**src/hdl/prs_pkg.sv**
```systemverilog
// Shared constants for the priority round-robin task scheduler.
`timescale 1ns / 1ps
package prs_pkg;

	localparam int NUM_TASKS_DEF      = 16;
	localparam int NUM_PRIORITIES_DEF = 32;

	localparam int TASK_W  = 4;
	localparam int PRIO_W  = 5;
	localparam int LEN_W   = 5;
	localparam int SLICE_W = 8;
	localparam int CMD_W   = 3;
	localparam int STAT_W  = 3;

	localparam logic [SLICE_W-1:0] DEFAULT_SLICE_RST = 8'd10;

	// commands
	localparam logic [CMD_W-1:0] CMD_CREATE = 3'd0;
	localparam logic [CMD_W-1:0] CMD_REMOVE = 3'd1;
	localparam logic [CMD_W-1:0] CMD_YIELD  = 3'd2;
	localparam logic [CMD_W-1:0] CMD_TICK   = 3'd3;
	localparam logic [CMD_W-1:0] CMD_COMMIT = 3'd4;

	// status codes
	localparam logic [STAT_W-1:0] ST_OK       = 3'd0;
	localparam logic [STAT_W-1:0] ST_NOCHANGE = 3'd1;
	localparam logic [STAT_W-1:0] ST_SWITCH   = 3'd2;
	localparam logic [STAT_W-1:0] ST_EMPTY    = 3'd3;
	localparam logic [STAT_W-1:0] ST_BADPRIO  = 3'd4;
	localparam logic [STAT_W-1:0] ST_QUEUED   = 3'd5;
	localparam logic [STAT_W-1:0] ST_INVALID  = 3'd6;

	// per-task run state
	localparam logic [1:0] RS_BLOCKED = 2'd0;
	localparam logic [1:0] RS_READY   = 2'd1;
	localparam logic [1:0] RS_RUNNING = 2'd2;

endpackage

```
**src/hdl/prs_first_set.sv**
```systemverilog
// Finds the highest priority (lowest index) level with a non-empty ready list.
`timescale 1ns / 1ps
module prs_first_set
	import prs_pkg::*;
#(
	parameter int NUM_PRIORITIES = NUM_PRIORITIES_DEF,
	localparam int PW = (NUM_PRIORITIES > 1) ? $clog2(NUM_PRIORITIES) : 1
) (
	input  logic [NUM_PRIORITIES-1:0] mask,
	output logic [PW-1:0]             idx,
	output logic                      found
);

	always_comb begin
		idx   = '0;
		found = 1'b0;
		for (int i = NUM_PRIORITIES - 1; i >= 0; i--) begin
			if (mask[i]) begin
				idx   = PW'(i);
				found = 1'b1;
			end
		end
	end

endmodule

```
**src/hdl/priority_round_robin_task_scheduler_core.sv**
```systemverilog
// Top level: bitmap priority scheduler with round-robin time slices.
//
//  channel | signals                                         | dir | meaning
//  --------+-------------------------------------------------+-----+---------------------
//  in      | in_valid in_ready command task_id priority_req  | in  | one command beat
//          | slice_length                                    |     |
//  out     | out_valid out_ready status next_task next_valid | out | one result beat
//          | running_task current_valid                      |     | per command
//  cfg     | cfg_valid cfg_ready cfg_data                    | in  | default_slice write
//
//  A command beat taken into the input register is decided when it leaves it, where the result
//  register and the scheduler state load together; the result is offered from the result
//  register, and a new beat can be taken every cycle while the result is not stalled.
//  The whole command (schedule, rotate, reschedule) is one pass of logic between
//  the input register and the state/result registers.
//  Reset clears all lists, the ready mask and the current/next selection.
//  A stalled result freezes the state and backs up into the input register.
`timescale 1ns / 1ps
module priority_round_robin_task_scheduler_core
	import prs_pkg::*;
#(
	parameter int NUM_PRIORITIES = NUM_PRIORITIES_DEF
) (
	input  logic                clk,
	input  logic                arst_n,
	input  logic                in_valid,
	output logic                in_ready,
	input  logic [CMD_W-1:0]    command,
	input  logic [TASK_W-1:0]   task_id,
	input  logic [5:0]          priority_req,
	input  logic [SLICE_W-1:0]  slice_length,
	output logic                out_valid,
	input  logic                out_ready,
	output logic [STAT_W-1:0]   status,
	output logic [TASK_W-1:0]   next_task,
	output logic                next_valid,
	output logic [TASK_W-1:0]   running_task,
	output logic                current_valid,
	input  logic                cfg_valid,
	output logic                cfg_ready,
	input  logic [SLICE_W-1:0]  cfg_data
);

	localparam int NT = NUM_TASKS_DEF;
	localparam int NP = NUM_PRIORITIES;
	localparam int PW = (NP > 1) ? $clog2(NP) : 1;

	// ---------------- input register and flow control ----------------
	logic               valid_s1;
	logic [CMD_W-1:0]   cmd_s1;
	logic [TASK_W-1:0]  tid_s1;
	logic [5:0]         prio_s1;
	logic [SLICE_W-1:0] slice_s1;
	logic               out_valid_q;
	logic [STAT_W-1:0]  status_q;
	logic               advance, go;

	assign advance  = !out_valid_q || out_ready;
	assign in_ready = !valid_s1 || advance;
	assign go       = valid_s1 && advance;

	always_ff @(posedge clk or negedge arst_n) begin
		if (!arst_n) begin
			valid_s1 <= 1'b0;
		end else if (in_ready) begin
			valid_s1 <= in_valid;
		end
	end

	always_ff @(posedge clk) begin
		if (in_valid && in_ready) begin
			cmd_s1   <= command;
			tid_s1   <= task_id;
			prio_s1  <= priority_req;
			slice_s1 <= slice_length;
		end
	end

	// ---------------- configuration ----------------
	logic [SLICE_W-1:0] default_slice_q;
	assign cfg_ready = 1'b1;

	always_ff @(posedge clk or negedge arst_n) begin
		if (!arst_n) begin
			default_slice_q <= DEFAULT_SLICE_RST;
		end else if (cfg_valid) begin
			default_slice_q <= cfg_data;
		end
	end

	// ---------------- scheduler state ----------------
	logic [NT-1:0]      created_q, queued_q;
	logic [1:0]         run_state_q [NT];
	logic [PRIO_W-1:0]  slot_prio_q [NT];
	logic [SLICE_W-1:0] slice_left_q [NT];
	logic [SLICE_W-1:0] slice_reload_q [NT];
	logic [TASK_W-1:0]  fwd_q [NT];
	logic [TASK_W-1:0]  bwd_q [NT];
	logic [TASK_W-1:0]  first_q [NP];
	logic [TASK_W-1:0]  last_q [NP];
	logic [LEN_W-1:0]   len_q [NP];
	logic [NP-1:0]      mask_q;
	logic [TASK_W-1:0]  running_q, chosen_q;
	logic               running_present_q, chosen_present_q;

	// ---------------- command decode (single pass) ----------------
	logic [TASK_W-1:0]  t, r;
	logic [PW-1:0]      pi, tp, rp, pmin;
	logic               found, r_ok, rot, prio_ok;
	logic [NP-1:0]      mask_add, mask_eval;
	logic [TASK_W-1:0]  first_pmin, sched_slot;
	logic [SLICE_W-1:0] slice_eff, dec;
	logic               is_current;

	// next-state requests
	logic [STAT_W-1:0]  st_d;
	logic [TASK_W-1:0]  chosen_d, running_d;
	logic               chosen_present_d, running_present_d;
	logic [NP-1:0]      mask_d;
	logic               fwd_we, bwd_we, first_we, last_we, len_we, sl_we, setup_we;
	logic [TASK_W-1:0]  fwd_wa, fwd_wd, bwd_wa, bwd_wd, first_wd, last_wd, sl_wa;
	logic [PW-1:0]      first_wa, last_wa, len_wa;
	logic [LEN_W-1:0]   len_wd;
	logic [SLICE_W-1:0] sl_wd;
	logic               q_set, q_clr;
	logic               rs_a_we, rs_b_we;
	logic [TASK_W-1:0]  rs_a_wa, rs_b_wa;
	logic [1:0]         rs_a_wd, rs_b_wd;

	assign t       = tid_s1;
	assign r       = running_q;
	assign pi      = PW'(prio_s1);
	assign tp      = PW'(slot_prio_q[t]);
	assign rp      = PW'(slot_prio_q[r]);
	assign prio_ok = prio_s1 < 6'(NP);
	assign r_ok    = running_present_q && created_q[r] && queued_q[r]
		&& (run_state_q[r] == RS_RUNNING);
	assign slice_eff  = (slice_s1 == '0) ? default_slice_q : slice_s1;
	assign dec        = (slice_left_q[r] != '0) ? slice_left_q[r] - 8'd1 : '0;
	assign is_current = running_present_q && (running_q == t);

	always_comb begin
		mask_add     = '0;
		mask_add[pi] = 1'b1;
		mask_eval    = (cmd_s1 == CMD_CREATE) ? (mask_q | mask_add) : mask_q;
	end

	prs_first_set #(.NUM_PRIORITIES(NP)) u_first_set (
		.mask  (mask_eval),
		.idx   (pmin),
		.found (found)
	);

	assign first_pmin = first_q[pmin];

	// head after an optional rotation of the running task's list
	assign sched_slot = (rot && (pmin == rp)) ? fwd_q[r] : first_pmin;

	always_comb begin
		st_d              = ST_INVALID;
		chosen_d          = chosen_q;
		chosen_present_d  = chosen_present_q;
		running_d         = running_q;
		running_present_d = running_present_q;
		mask_d            = mask_q;
		rot      = 1'b0;
		fwd_we   = 1'b0; fwd_wa   = r;  fwd_wd   = r;
		bwd_we   = 1'b0; bwd_wa   = r;  bwd_wd   = last_q[rp];
		first_we = 1'b0; first_wa = rp; first_wd = fwd_q[r];
		last_we  = 1'b0; last_wa  = rp; last_wd  = r;
		len_we   = 1'b0; len_wa   = pi; len_wd   = '0;
		sl_we    = 1'b0; sl_wa    = r;  sl_wd    = slice_reload_q[r];
		setup_we = 1'b0;
		q_set    = 1'b0;
		q_clr    = 1'b0;
		rs_a_we  = 1'b0; rs_a_wa = r; rs_a_wd = RS_READY;
		rs_b_we  = 1'b0; rs_b_wa = t; rs_b_wd = RS_RUNNING;

		unique case (cmd_s1)
			CMD_CREATE: begin
				if (queued_q[t]) begin
					st_d = ST_QUEUED;
				end else if (!prio_ok) begin
					st_d = ST_BADPRIO;
				end else begin
					setup_we = 1'b1;
					q_set    = 1'b1;
					rs_b_we  = 1'b1;
					rs_b_wd  = RS_READY;
					if (len_q[pi] == '0) begin
						first_we = 1'b1;
						first_wa = pi;
						first_wd = t;
					end else begin
						fwd_we = 1'b1;
						fwd_wa = last_q[pi];
						fwd_wd = t;
						bwd_we = 1'b1;
						bwd_wa = t;
						bwd_wd = last_q[pi];
					end
					last_we = 1'b1;
					last_wa = pi;
					last_wd = t;
					len_we  = 1'b1;
					len_wa  = pi;
					len_wd  = len_q[pi] + 5'd1;
					mask_d  = mask_eval;
					chosen_present_d = 1'b1;
					chosen_d = ((pmin == pi) && (len_q[pi] == '0)) ? t : first_pmin;
					if (running_present_q && (chosen_d != r))
						st_d = ST_SWITCH;
					else
						st_d = ST_OK;
				end
			end
			CMD_REMOVE: begin
				if (queued_q[t]) begin
					st_d    = ST_OK;
					q_clr   = 1'b1;
					rs_b_we = 1'b1;
					rs_b_wd = RS_BLOCKED;
					len_we  = 1'b1;
					len_wa  = tp;
					if (len_q[tp] <= 5'd1) begin
						len_wd     = '0;
						mask_d[tp] = 1'b0;
					end else begin
						len_wd = len_q[tp] - 5'd1;
						if (first_q[tp] == t) begin
							first_we = 1'b1;
							first_wa = tp;
							first_wd = fwd_q[t];
						end else begin
							fwd_we = 1'b1;
							fwd_wa = bwd_q[t];
							fwd_wd = fwd_q[t];
						end
						if (last_q[tp] == t) begin
							last_we = 1'b1;
							last_wa = tp;
							last_wd = bwd_q[t];
						end else begin
							bwd_we = 1'b1;
							bwd_wa = fwd_q[t];
							bwd_wd = bwd_q[t];
						end
					end
				end
			end
			CMD_YIELD: begin
				if (r_ok) begin
					sl_we = 1'b1;
					rot   = (len_q[rp] > 5'd1) && (first_q[rp] == r);
					if (!found) begin
						st_d             = ST_EMPTY;
						chosen_present_d = 1'b0;
						chosen_d         = '0;
					end else begin
						chosen_present_d = 1'b1;
						chosen_d         = sched_slot;
						st_d = (sched_slot != r) ? ST_SWITCH : ST_NOCHANGE;
					end
				end
			end
			CMD_TICK: begin
				if (!running_present_q) begin
					st_d = ST_NOCHANGE;
				end else if (r_ok) begin
					if (!found) begin
						st_d             = ST_EMPTY;
						chosen_present_d = 1'b0;
						chosen_d         = '0;
					end else begin
						chosen_present_d = 1'b1;
						chosen_d         = first_pmin;
						if (first_pmin != r) begin
							st_d = ST_SWITCH;
						end else if (len_q[rp] <= 5'd1) begin
							sl_we = 1'b1;
							st_d  = ST_NOCHANGE;
						end else if (dec != '0) begin
							sl_we = 1'b1;
							sl_wd = dec;
							st_d  = ST_NOCHANGE;
						end else begin
							// slice used up: reload and rotate to the tail
							sl_we    = 1'b1;
							rot      = (first_q[rp] == r);
							chosen_d = sched_slot;
							st_d = (sched_slot != r) ? ST_SWITCH : ST_NOCHANGE;
						end
					end
				end
			end
			CMD_COMMIT: begin
				if (created_q[t] && chosen_present_q && (chosen_q == t) && queued_q[t]
					&& (is_current || (run_state_q[t] == RS_READY))) begin
					st_d              = ST_OK;
					rs_a_we           = running_present_q && !is_current
						&& (run_state_q[r] == RS_RUNNING);
					rs_b_we           = 1'b1;
					running_d         = t;
					running_present_d = 1'b1;
				end
			end
			default: begin
				st_d = ST_INVALID;
			end
		endcase

		if (rot) begin
			first_we = 1'b1;
			fwd_we   = 1'b1;
			fwd_wa   = last_q[rp];
			bwd_we   = 1'b1;
			last_we  = 1'b1;
		end
	end

	// ---------------- state update ----------------
	always_ff @(posedge clk or negedge arst_n) begin
		if (!arst_n) begin
			created_q         <= '0;
			queued_q          <= '0;
			mask_q            <= '0;
			running_q         <= '0;
			running_present_q <= 1'b0;
			chosen_q          <= '0;
			chosen_present_q  <= 1'b0;
			out_valid_q       <= 1'b0;
			status_q          <= ST_OK;
			for (int i = 0; i < NT; i++) run_state_q[i] <= RS_BLOCKED;
			for (int i = 0; i < NP; i++) len_q[i] <= '0;
		end else begin
			if (advance) out_valid_q <= valid_s1;
			if (go) begin
				status_q          <= st_d;
				mask_q            <= mask_d;
				running_q         <= running_d;
				running_present_q <= running_present_d;
				chosen_q          <= chosen_d;
				chosen_present_q  <= chosen_present_d;
				if (setup_we) created_q[t] <= 1'b1;
				if (q_set)    queued_q[t]  <= 1'b1;
				if (q_clr)    queued_q[t]  <= 1'b0;
				if (rs_a_we)  run_state_q[rs_a_wa] <= rs_a_wd;
				if (rs_b_we)  run_state_q[rs_b_wa] <= rs_b_wd;
				if (len_we)   len_q[len_wa] <= len_wd;
			end
		end
	end

	always_ff @(posedge clk) begin
		if (go) begin
			if (setup_we) begin
				slot_prio_q[t]    <= PRIO_W'(prio_s1);
				slice_left_q[t]   <= slice_eff;
				slice_reload_q[t] <= slice_eff;
			end
			if (sl_we)    slice_left_q[sl_wa] <= sl_wd;
			if (fwd_we)   fwd_q[fwd_wa]       <= fwd_wd;
			if (bwd_we)   bwd_q[bwd_wa]       <= bwd_wd;
			if (first_we) first_q[first_wa]   <= first_wd;
			if (last_we)  last_q[last_wa]     <= last_wd;
		end
	end

	// ---------------- result ports ----------------
	// state only moves together with the result register, so it can feed the port
	assign out_valid     = out_valid_q;
	assign status        = status_q;
	assign next_task     = chosen_q;
	assign next_valid    = chosen_present_q;
	assign running_task  = running_q;
	assign current_valid = running_present_q;

	// ---------------- checks ----------------
	logic [NP-1:0] nonempty;
	logic [NT-1:0] running_vec;

	always_comb begin
		for (int i = 0; i < NP; i++) nonempty[i] = (len_q[i] != '0);
		for (int i = 0; i < NT; i++) running_vec[i] = (run_state_q[i] == RS_RUNNING);
	end

	a_mask_matches_lists: assert property (@(posedge clk) disable iff (!arst_n)
		mask_q == nonempty)
		else $error("ready mask out of step with list lengths");

	a_one_running: assert property (@(posedge clk) disable iff (!arst_n)
		$countones(running_vec) <= 1)
		else $error("more than one task in running state");

	a_queued_created: assert property (@(posedge clk) disable iff (!arst_n)
		(queued_q & ~created_q) == '0)
		else $error("queued slot never created");

	a_stall_only_when_full: assert property (@(posedge clk) disable iff (!arst_n)
		!in_ready |-> (valid_s1 && out_valid_q && !out_ready))
		else $error("input stalled without a blocked result");

endmodule
```
**config.mk**
```make
export PLATFORM = sky130hd
export DESIGN_NAME = priority_round_robin_task_scheduler_core
export DESIGN_NICKNAME = d
export VERILOG_FILES = /design/src/hdl/prs_pkg.sv /design/src/hdl/prs_first_set.sv /design/src/hdl/priority_round_robin_task_scheduler_core.sv
export SDC_FILE = /design/constraint.sdc
export NUM_CORES = 2
export LEC_CHECK = 0
export ABC_AREA = 1
export ABC_CLOCK_PERIOD_IN_PS = 6200
export BUFFER_PORTS_ARGS = -buffer_cell sky130_fd_sc_hd__buf_2
export CORE_MARGIN = 2
export CORE_UTILIZATION = 30
export CTS_CLUSTER_SIZE = 30
export DETAILED_ROUTE_END_ITERATION = 10
export GPL_TIMING_DRIVEN = 0
export PLACE_DENSITY = 0.49
export SLEW_MARGIN = 20
export SYNTH_ARGS = -nofsm -noshare
export SYNTH_HDL_FRONTEND = slang
export SYNTH_SLANG_ARGS = --single-unit
```
**constraint.sdc**
```tcl
create_clock -name clk -period 6.2 [get_ports clk]
set_clock_uncertainty 0.2 [all_clocks]
set_input_delay 1.24 -clock clk [delete_from_list [all_inputs] [get_ports clk]]
set_output_delay 1.24 -clock clk [all_outputs]
set_load 0.03 [all_outputs]
```
==> impl_results.html <==
<table>
<tr><th>Metric</th><th>Value</th></tr>
<tr><th colspan="2">Status</th></tr>
<tr><td>Run status</td><td>finished with violations</td></tr>
<tr><td>Violations in the final reports</td><td>setup timing</td></tr>
<tr><th colspan="2">STA</th></tr>
<tr><td>Number of max-slew violations in the final report</td><td>0</td></tr>
<tr><td>Final setup violation count</td><td>536</td></tr>
<tr><td>Minimum hold slack</td><td>just over 0.2 ns</td></tr>
<tr><td>Tmin final</td><td>6.39 ns</td></tr>
<tr><td>Highest achievable clock rate</td><td>157 MHz</td></tr>
<tr><td>Final worst path period share</td><td>1.03</td></tr>
<tr><td>Max-slew headroom</td><td>0.109</td></tr>
<tr><td>Final WS setup</td><td>-0.189 ns</td></tr>
<tr><td>Actual transition at the worst max-transition pin</td><td>1.30 ns</td></tr>
<tr><td>Setup repair after global routing missed its margin</td><td>yes</td></tr>
<tr><td>Final Hold Viols</td><td>0</td></tr>
<tr><th colspan="2">Pwr</th></tr>
<tr><td>Relative contribution of combinational cells to total power</td><td>0.343</td></tr>
<tr><td>Seq pwr share</td><td>0.344</td></tr>
<tr><td>P_leak</td><td>24.4 nW</td></tr>
<tr><td>Proportion of total power due to net switching</td><td>0.375</td></tr>
<tr><td>Design internal power</td><td>14.2 mW</td></tr>
<tr><td>Maximum vdd drop</td><td>between 0.0002 and 0.0003 V</td></tr>
<tr><td>Clk pwr share</td><td>0.313</td></tr>
<tr><td>Power per cell area</td><td>approximately 340 nW/um^2</td></tr>
<tr><td>Switching power</td><td>8.53 mW</td></tr>
<tr><th colspan="2">Detailed routing</th></tr>
<tr><td>Routed length on met2</td><td>roughly 110000 um</td></tr>
<tr><td>Metal1 wirelength</td><td>106000 um</td></tr>
<tr><td>Number of violations reported at the end of detailed-routing iteration 0</td><td>7400</td></tr>
<tr><td>Detailed Route WL</td><td>261000 um</td></tr>
<tr><td>Average wire length per cell after detail routing</td><td>30.8 um</td></tr>
<tr><td>Remaining antenna violation count</td><td>0</td></tr>
<tr><td>DRC violations left</td><td>0</td></tr>
<tr><td>Top layer reached by signal wires</td><td>met5</td></tr>
<tr><td>Count of TritonRoute iterations in the first routing pass</td><td>6</td></tr>
<tr><td>Vias per cell</td><td>6.01</td></tr>
<tr><td>Detailed route wirelength on metal3</td><td>26500 um</td></tr>
<tr><td>Routed via count</td><td>50900</td></tr>
<tr><th colspan="2">Run</th></tr>
<tr><td>Total of max-cap violations</td><td>0</td></tr>
<tr><th colspan="2">Place</th></tr>
<tr><td>Count of buffers inserted at the top-level ports</td><td>48</td></tr>
<tr><td>Final Wtd Congestion</td><td>1.02</td></tr>
<tr><td>Cell area after placement</td><td>56700 um^2</td></tr>
<tr><td>Placed insts</td><td>8055</td></tr>
<tr><td>Placement Setup Slack</td><td>-3.62 ns</td></tr>
<tr><td>Post-detail-place hpwl</td><td>184000 um</td></tr>
<tr><th colspan="2">Synthesis</th></tr>
<tr><td>Count of different cell masters after synthesis</td><td>70</td></tr>
<tr><td>Number of synthesized flops with an enable pin</td><td>741</td></tr>
<tr><td>Synthesized Nets</td><td>~5700</td></tr>
<tr><td>Share of synthesized area occupied by flip-flops and latches</td><td>0.561</td></tr>
<tr><td>Top cell type's share of synthesized area</td><td>0.424</td></tr>
<tr><td>Mean area per synthesized cell</td><td>9.33 um^2</td></tr>
<tr><td>Synth area leader</td><td>sky130_fd_sc_hd__edfxtp_1</td></tr>
<tr><td>Most instantiated flip-flop cell in the synthesis netlist</td><td>sky130_fd_sc_hd__edfxtp_1</td></tr>
<tr><td>Number of warnings reported in the yosys synthesis log</td><td>0</td></tr>
<tr><td>Number of flip-flops and latches in the synthesized netlist</td><td>1029</td></tr>
<tr><td>Cells after synthesis</td><td>5621</td></tr>
<tr><td>Cell area after technology mapping</td><td>52400 um^2</td></tr>
<tr><td>Largest cells by area after synthesis</td><td>sky130_fd_sc_hd__edfxtp_1 42%, sky130_fd_sc_hd__dfrtp_1 13%, sky130_fd_sc_hd__nand2_1 6.2%</td></tr>
<tr><td>Fraction of registers with async set or reset after synthesis</td><td>0.271</td></tr>
<tr><th colspan="2">Clock tree</th></tr>
<tr><td>CTS H-tree depth</td><td>3</td></tr>
<tr><td>Post-CTS clock slew at the launch and capture registers of the worst setup and hold paths</td><td>0.07 ns</td></tr>
<tr><td>Worst-case clock buffer depth</td><td>3</td></tr>
<tr><td>CTS root buf</td><td>sky130_fd_sc_hd__clkbuf_16</td></tr>
<tr><td>Cts bufs inserted</td><td>between 100 and 150</td></tr>
<tr><td>Number of hold buffers added after CTS</td><td>0</td></tr>
<tr><td>Latest clock arrival within the worst-skew pair</td><td>0.79 ns</td></tr>
<tr><td>CTS tree</td><td>yes</td></tr>
<tr><td>Count of clock tree sinks</td><td>between 1000 and 1500</td></tr>
<tr><th colspan="2">Finish</th></tr>
<tr><td>Number of nets in the final layout</td><td>6084</td></tr>
<tr><td>Final Instance Area</td><td>66600 um^2</td></tr>
<tr><td># fillers</td><td>around 17000</td></tr>
<tr><td>Area growth syn-to-layout</td><td>27.0%</td></tr>
<tr><td>Final instance count without filler cells</td><td>about 8500</td></tr>
<tr><td>Storage element area</td><td>29400 um^2</td></tr>
<tr><td>Multi-input logic area</td><td>23300 um^2</td></tr>
<tr><td>Fraction of layout instances using a drive strength above 1</td><td>0.196</td></tr>
<tr><td>Share of the core filled with cells in the final layout</td><td>0.383</td></tr>
<tr><th colspan="2">Floorplan</th></tr>
<tr><td>Vertical die dimension</td><td>422 um</td></tr>
<tr><td>Full die area</td><td>178000 um^2</td></tr>
<tr><td>Starting utilization of the core area</td><td>0.302</td></tr>
<tr><td>FP Rows</td><td>153</td></tr>
<tr><td>CORE AREA</td><td>~170000 um^2</td></tr>
<tr><td>Num ports</td><td>50</td></tr>
<tr><td>Chip Width</td><td>roughly 420 um</td></tr>
<tr><th colspan="2">Min path</th></tr>
<tr><td>Worst min-delay path category</td><td>primary input to async pin</td></tr>
<tr><th colspan="2">Worst setup path</th></tr>
<tr><td>Arrival time of the worst setup path</td><td>6.87 ns</td></tr>
<tr><td>Worst Path Max Fanout</td><td>10</td></tr>
<tr><td>Critical path data required time</td><td>6.68 ns</td></tr>
<tr><td>Start point of the critical path</td><td>prio_s1[0]</td></tr>
<tr><td>Launch instance of the worst register-to-register path</td><td>prio_s1[0]</td></tr>
<tr><td>Launching element type of the critical path</td><td>flop</td></tr>
<tr><td>Minimum setup slack among reg-to-reg paths</td><td>-0.19 ns</td></tr>
<tr><td>Largest delay share family, worst path</td><td>simple AND/OR/NAND/NOR gates</td></tr>
<tr><td>CP max stage cell</td><td>sky130_fd_sc_hd__edfxtp_1</td></tr>
<tr><td>Sort of element at the end of the critical path</td><td>flop</td></tr>
<tr><td>Cell repeated most along the worst path</td><td>sky130_fd_sc_hd__a21oi_1</td></tr>
<tr><td>Critical Setup Path Class</td><td>flop to flop</td></tr>
<tr><td>Number of buffers and inverters on the critical path</td><td>7</td></tr>
<tr><td>Worst stage delay on the critical path</td><td>0.52 ns</td></tr>
<tr><th colspan="2">GRT</th></tr>
<tr><td>Global-route total usage across every layer</td><td>0.280</td></tr>
<tr><td>Vias in the first global route</td><td>47600</td></tr>
<tr><td>Pin count of the biggest net entering global routing</td><td>89</td></tr>
<tr><td>Overflow after GRT</td><td>0</td></tr>
<tr><td>Antenna violations before repair</td><td>7</td></tr>
<tr><td>First-pass GRT wire length</td><td>360000 um</td></tr>
</table>
## final cells by class
type | count | area share
multi-input cells | 3808 | 0.349
clock inverters | 67 | 0.0113
well taps | 2325 | 0.0437
clock buffers | 148 | 0.0474
diodes | 5 | 0.000188
flip-flops and latches | 1029 | 0.442
repair inverters | 1 | 0.000169
plain buffers | 362 | 0.0326
repair buffers | 307 | 0.0490
inverters | 420 | 0.0251
## sequential cells by signal (all words and copies together) (netlist names), 16 cells and up, named ones only
| register | flops |
|---|---|
| queued_q | 16 |
| len_q | 160 |
| slice_left_q | 128 |
| bwd_q | 64 |
| first_q | 128 |
| slot_prio_q | 80 |
| last_q | 128 |
| fwd_q | 64 |
| slice_reload_q | 128 |
| run_state_q | 32 |
| created_q | 16 |
| mask_q | 32 |
## timing repair
item / CTS / global route
gates resized for setup: 756 / 333
pin swaps: 105 / 112
cloned: 3 / 10
setup buffers: 125 / 65
setup endpoints to repair: 1495 / 1197
## cells in the mapped netlist (20+ instances only)
library cell and count:
sky130_fd_sc_hd__o221ai_1 82, sky130_fd_sc_hd__nand2_1 864, sky130_fd_sc_hd__nor3_1 98, sky130_fd_sc_hd__nand4_1 63
sky130_fd_sc_hd__o211ai_1 48, sky130_fd_sc_hd__inv_1 391, sky130_fd_sc_hd__a22oi_1 175, sky130_fd_sc_hd__nand3_1 325
sky130_fd_sc_hd__o21ai_0 600, sky130_fd_sc_hd__clkbuf_1 253, sky130_fd_sc_hd__a32o_1 47, sky130_fd_sc_hd__a31oi_1 31
sky130_fd_sc_hd__nor2_1 507, sky130_fd_sc_hd__buf_2 46, sky130_fd_sc_hd__buf_1 57, sky130_fd_sc_hd__a21oi_1 328
sky130_fd_sc_hd__nor4_1 20, sky130_fd_sc_hd__edfxtp_1 741, sky130_fd_sc_hd__o22ai_1 345, sky130_fd_sc_hd__o41ai_1 20
sky130_fd_sc_hd__dfrtp_1 277
## power by group through the flow
stage / logic (mW) / clock network, mW / registers [mW]
detailed placement: 5.68 / 0 / 7.96
floorplan: 3.18 / 0 / 7.92
global route: 8.02 / 7.48 / 7.83
CTS: 6.64 / 7.22 / 7.81
finish: 7.80 / 7.13 / 7.82
global placement: 5.57 / 0 / 7.97
## worst paths after layout
kind / depth (start not counted) / to
setup / recovery: 26 / status[1]
hold / removal: 1 / len_q[40]
setup reg to reg: 26 / status[1]
hold reg to reg: 2 / created_q[7]
max in group asynchronous: 4 / default_slice_q[3]
min in group clk: 2 / created_q[7]
## metal layers
layer	track usage	up-vias
li1	-	21500
met1	0.380	25200
met2	0.412	3421
met3	0.0607	794
met4	0.156	8
met5	0	-
## cell families after synthesis
group,count (synthesis),share of synthesized area
other cells,1,0.0000715
compound gates,1826,0.215
flops,1029,0.561
simple gates,1923,0.155
buf+inv,788,0.0587
fa+ha+maj,5,0.00119
mux,25,0.00506
xor+xnor,24,0.00401
## cell usage in the layout (no fill, tap or decap), types with 55 or more instances in the layout
master	netlist	layout
sky130_fd_sc_hd__a21oi_1	328	312
sky130_fd_sc_hd__a22oi_1	175	175
sky130_fd_sc_hd__buf_2	46	70
sky130_fd_sc_hd__buf_4	7	169
sky130_fd_sc_hd__buf_6	5	74
sky130_fd_sc_hd__clkbuf_1	253	173
sky130_fd_sc_hd__clkbuf_16	0	123
sky130_fd_sc_hd__clkbuf_2	0	56
sky130_fd_sc_hd__dfrtp_1	277	276
sky130_fd_sc_hd__edfxtp_1	741	741
sky130_fd_sc_hd__inv_1	391	367
sky130_fd_sc_hd__nand2_1	864	780
sky130_fd_sc_hd__nand2_2	7	55
sky130_fd_sc_hd__nand3_1	325	233
sky130_fd_sc_hd__nand4_1	63	63
sky130_fd_sc_hd__nor2_1	507	344
sky130_fd_sc_hd__nor2_4	1	147
sky130_fd_sc_hd__nor3_1	98	76
sky130_fd_sc_hd__o21ai_0	600	579
sky130_fd_sc_hd__o221ai_1	82	75
sky130_fd_sc_hd__o22ai_1	345	344
## per-stage QoR
step	total power [mW]	TNS [ns]
final	22.7	-35.41
after global routing	23.3	-207.05
after CTS	21.7	0
after detailed placement	13.6	-3546.75
after global placement	13.5	-5368.68
after floorplan	11.1	0
Power figures use the tool's default switching activity.
